[src/design/fdi_pkg.sv]
package fdi_pkg;

  // Fixed geometry of the index
  localparam int BUCKET_COUNT    = 256;
  localparam int BUCKET_W        = 8;
  localparam int FILL_W          = 4;
  localparam int HIT_W           = 16;
  localparam int STATUS_W        = 2;

  // Defaults for the top-level parameters
  localparam int DEF_BUCKET_WAYS = 8;
  localparam int DEF_KEY_BYTES   = 6;

  // Hand-over queues (depth must be a power of two)
  localparam int QUEUE_DEPTH     = 2;
  localparam int QPTR_W          = $clog2(QUEUE_DEPTH);
  localparam int QCNT_W          = $clog2(QUEUE_DEPTH + 1);

  localparam logic [HIT_W-1:0] HIT_MAX = {HIT_W{1'b1}};

  typedef enum logic [STATUS_W-1:0] {
    ST_NEW  = 2'd0,
    ST_DUP  = 2'd1,
    ST_FULL = 2'd2
  } status_t;

  typedef enum logic {
    BK_IDLE,
    BK_UPDATE
  } bk_state_t;

endpackage

[src/design/fdi_front.sv]
module fdi_front import fdi_pkg::*; #(
  parameter int KEY_BYTES = DEF_KEY_BYTES
) (
  input  logic                       clk,
  input  logic                       rst_n,
  input  logic                       in_push,
  input  logic [8*KEY_BYTES-1:0]     in_fingerprint,
  output logic                       in_full,
  output logic                       req_valid,
  input  logic                       req_ready,
  output logic [BUCKET_W-1:0]        req_bucket,
  output logic [8*(KEY_BYTES-1)-1:0] req_rest
);

  localparam int KEY_W  = 8 * KEY_BYTES;
  localparam int REST_W = 8 * (KEY_BYTES - 1);

  logic [BUCKET_W-1:0] q_bucket_r [QUEUE_DEPTH];
  logic [REST_W-1:0]   q_rest_r   [QUEUE_DEPTH];
  logic [QPTR_W-1:0]   wr_ptr_r, wr_ptr_nxt;
  logic [QPTR_W-1:0]   rd_ptr_r, rd_ptr_nxt;
  logic [QCNT_W-1:0]   cnt_r, cnt_nxt;
  logic                push_ok;
  logic                pop_ok;

  assign in_full    = (cnt_r == QCNT_W'(QUEUE_DEPTH));
  assign req_valid  = (cnt_r != '0);
  assign req_bucket = q_bucket_r[rd_ptr_r];
  assign req_rest   = q_rest_r[rd_ptr_r];

  assign push_ok = in_push && !in_full;
  assign pop_ok  = req_valid && req_ready;

  always_comb begin
    wr_ptr_nxt = push_ok ? wr_ptr_r + 1'b1 : wr_ptr_r;
    rd_ptr_nxt = pop_ok ? rd_ptr_r + 1'b1 : rd_ptr_r;
    cnt_nxt    = cnt_r + QCNT_W'(push_ok) - QCNT_W'(pop_ok);
  end

  always_ff @(posedge clk) begin
    if (!rst_n) begin
      wr_ptr_r <= '0;
      rd_ptr_r <= '0;
      cnt_r    <= '0;
    end else begin
      wr_ptr_r <= wr_ptr_nxt;
      rd_ptr_r <= rd_ptr_nxt;
      cnt_r    <= cnt_nxt;
    end
  end

  // Split the key: top byte picks the bucket, the rest is compared
  always_ff @(posedge clk) begin
    if (push_ok) begin
      q_bucket_r[wr_ptr_r] <= in_fingerprint[KEY_W-1 -: BUCKET_W];
      q_rest_r[wr_ptr_r]   <= in_fingerprint[REST_W-1:0];
    end
  end

endmodule

[config.mk]
export PLATFORM = sky130hd
export DESIGN_NAME = fdi_front
export DESIGN_NICKNAME = d
export VERILOG_FILES = /design/src/design/fdi_pkg.sv /design/src/design/fdi_front.sv
export SDC_FILE = /design/constraint.sdc
export NUM_CORES = 1
export LEC_CHECK = 0
export BUFFER_PORTS_ARGS = -buffer_cell sky130_fd_sc_hd__buf_2
export CAP_MARGIN = 20
export CORE_AREA = 2 2 90 92
export CTS_BUF_LIST = sky130_fd_sc_hd__clkbuf_4
export CTS_CLUSTER_DIAMETER = 50
export DETAILED_ROUTE_END_ITERATION = 16
export DIE_AREA = 0 0 92 94
export PLACE_DENSITY = 0.8
export SLEW_MARGIN = 20
export SYNTH_ARGS = -nofsm -noshare
export SYNTH_HDL_FRONTEND = slang
export SYNTH_SLANG_ARGS = --single-unit
[constraint.sdc]
create_clock -name clk -period 6 [get_ports clk]
set_clock_uncertainty 0.05 [all_clocks]
set_input_delay 0.9 -clock clk [delete_from_list [all_inputs] [get_ports clk]]
set_output_delay 0.9 -clock clk [all_outputs]
set_load 0.01 [all_outputs]
==> summary.txt <==
outcome: completed
area leader, netlist: edfxtp_1
design area: 4560 sq um
area of the multi-input gates: 749 sq um
hpwl dp: 4170 microns
DR pass1 iterations: 6
GPL Wtd Cong: 0.672
Fin. Hold Viols: 0
clock tree root buffer cell: clkbuf_4
clock buffers created by TritonCTS: 9
Combinational Power Share: 28.7%
Max Freq: 318 MHz
vias in the first global route: 1903
placed insts: 377
Routed WL: 5970 microns
WL/cell: 15.2 microns
Synth Register Bits: 101
via count: 1897
count leader, synth: edfxtp_1
DP Area: 4410 sq um
Seq/Total Area, Yosys: 78.9%
Post-synth ARST share: 0%
# diodes: 0
CTS tree: built
Layout area overhead: 20.8%
Sw Share: 29.0%
Synth Area in Compound Gates: 0.199%
min cycle time layout: 3.14 ns
setup TNS: 0 ns
critical path fanouts, max: 26
Clock transition at path regs: 0.15 ns
CTS Hold Buffers Added: 0
mux contribution to synthesized area: 16.6%
H-tree levels: 3
CP peak stage delay: 0.71 ns
first-pass GRT wire length: 8990 microns
clock buffer depth: 2
Hold WC Path Type: reg -> reg
CP startpoint kind: flop
Die W: 92 microns
fill count: 609
starting density of the core: 49.7%
Syn Std Cell Area: 3780 sq um
Arr. time, crit path: 2.19 ns
DR DRC count: 0
antenna-violating nets left: 0
layout cells sized above 1: 59.1%
max_cap viols: 0
crit share post-route: 52.3%
Cell Rows: 32
Worst setup EP type: output port
Yosys Warn Count: 0
IO Pins: 102
required time of the critical path: 5.05 ns
Die Ht: 94 microns
Commonest cells post-synth: 96 x edfxtp_1, 28 x mux2_2, 20 x mux2_4, 5 x dfxtp_1, 4 x nor2_1
Gates resized, CTS repair: 0
Synth area leaders: edfxtp_1 76%, mux2_2 8.3%, mux2_4 7.9%
Pleak: 1.77 nW
share of the synthesized area in the top cell type: 76.3%
DR iter-0 viols: 97
worst-path cell chain: buf_4 -> mux2_2 -> buf_2
worst skew pair latency: 0.43 ns
Worst Slack Setup Final: 2.86 ns
core box area: 7610 sq um
largest family of logic cells by synthesized area: multiplexers
adder-cell share of the synthesized area: 0.662%
# nets final: 340
Synth Area in Simple Gates: 1.72%
Seq pwr share: 52.0%
Post-Synth XOR/XNOR Area: 0.464%
fin. max-slew vios: 0
CTS sink count: 101
Psw: 0.538 mW
largest net degree at the start of global routing: 27
slowest stage cell, crit path: dfxtp_2
Final Core Density: 60.0%
Slew @ Worst Pin: 0.705 ns
Final Instance Count excl. Fillers: 393
IO Port Bufs: 101
vias per cell: 4.83
Worst slew margin: 52.9%
post-synthesis average cell area: 21.5 sq um
GRT Total Usage: 14.1%
RSZ-0062 raised after global routing: no
clock share of power: 19.3%
setup repair bufs after CTS: 0
Worst IR Drop VDD: 228 uV
initial antenna violation count: 0
final setup violation count: 0
GRT Residual Overflow: 0
Post-Place Setup Slack: 3.32 ns
register area: 2980 sq um
crit path kind: reg -> out
number of flops mapped to enable cells by yosys: 96
Netlist cell types: 19
Synth Flop Type: edfxtp_1
cells after synthesis: 176
Syn Nets: 230
Power Density: 406 nW/um^2
internal power: 1.32 mW
die area: 8650 sq um
-- registers in the layout, indices dropped and copies added, names as in the netlist, named ones only --
| signal | count |
|---|---|
| q_bucket_r | 16 |
| rd_ptr_r | 1 |
| wr_ptr_r | 1 |
| cnt_r | 2 |
| q_rest_r | 80 |
-- metal layers --
| metal | wire length (microns) | part of all wire [%] | track usage, % |
|---|---|---|---|
| met5 | 0 | 0 | 0 |
| met4 | 98 | 1.6 | 6.72 |
| met3 | 392 | 6.6 | 4.41 |
| met2 | 3020 | 50 | 23.7 |
| met1 | 2470 | 41 | 16.5 |
-- path summary, 6_finish.rpt --
kind | from | endpoint | slack (ns) | cells past startpoint
worst min register to register | wr_ptr_r | wr_ptr_r | 0.50 | 2
worst min-delay path | wr_ptr_r | wr_ptr_r | 0.50 | 2
worst max-delay path | flop | req_bucket[7] | 2.86 | 3
worst max register to register | cnt_r[0] | q_rest_r[0][1] | 3.85 | 4
-- logic make-up after synthesis --
kind of cell             after synthesis
flip-flops                           101
multiplexers                          49
AND/OR/NAND/NOR                       13
buffers and inverters                  8
XOR/XNOR                               2
adder cells (fa/ha/maj)                2
AO/OA/AOI/OAI                          1
-- per-stage QoR --
step	hold slack (ns)	power (mW)
3_5_place_dp	0.490	1.52
4_1_cts	0.510	1.88
6_report	0.505	1.85
3_3_place_gp	0.447	1.50
2_1_floorplan	0.405	1.34
5_1_grt	0.526	1.95
-- cell usage in the layout, fill, tap and decap left out, drive strengths merged --
cell	count
nor2	4
nor3	1
dfxtp	5
clkinv	1
mux2	48
xnor2	1
ha	2
inv	6
edfxtp	96
nand2	2
and3	1
mux2i	1
or2	1
clkinvlp	2
xor2	1
and2	2
o21a	1
buf	104
nand2b	2
clkbuf	9
bufinv	1
-- worst max-delay path, delay by kind of cell (launching register included) --
family                 cells  cell delay, ns
muxes                      1            0.39
buffers and inverters      2            0.63
DFF                        1            0.71
-- area by class of cell --
type	instances	area share, %
clock inverter	7	1.81
timing repair buffer	104	11.8
inverter	3	0.247
sequential	101	65.4
tap	102	2.80
clock buffer	9	1.48
multi-input combinational	67	16.4
-- power by group through the flow --
stage / combinational, mW / clock, mW / sequential, mW
6_report: 0.532 / 0.358 / 0.963
5_1_grt: 0.575 / 0.395 / 0.976
4_1_cts: 0.543 / 0.369 / 0.965
3_5_place_dp: 0.543 / 0 / 0.981
3_3_place_gp: 0.525 / 0 / 0.976
2_1_floorplan: 0.384 / 0 / 0.953
No activity file was read; power rests on OpenSTA's default activity.
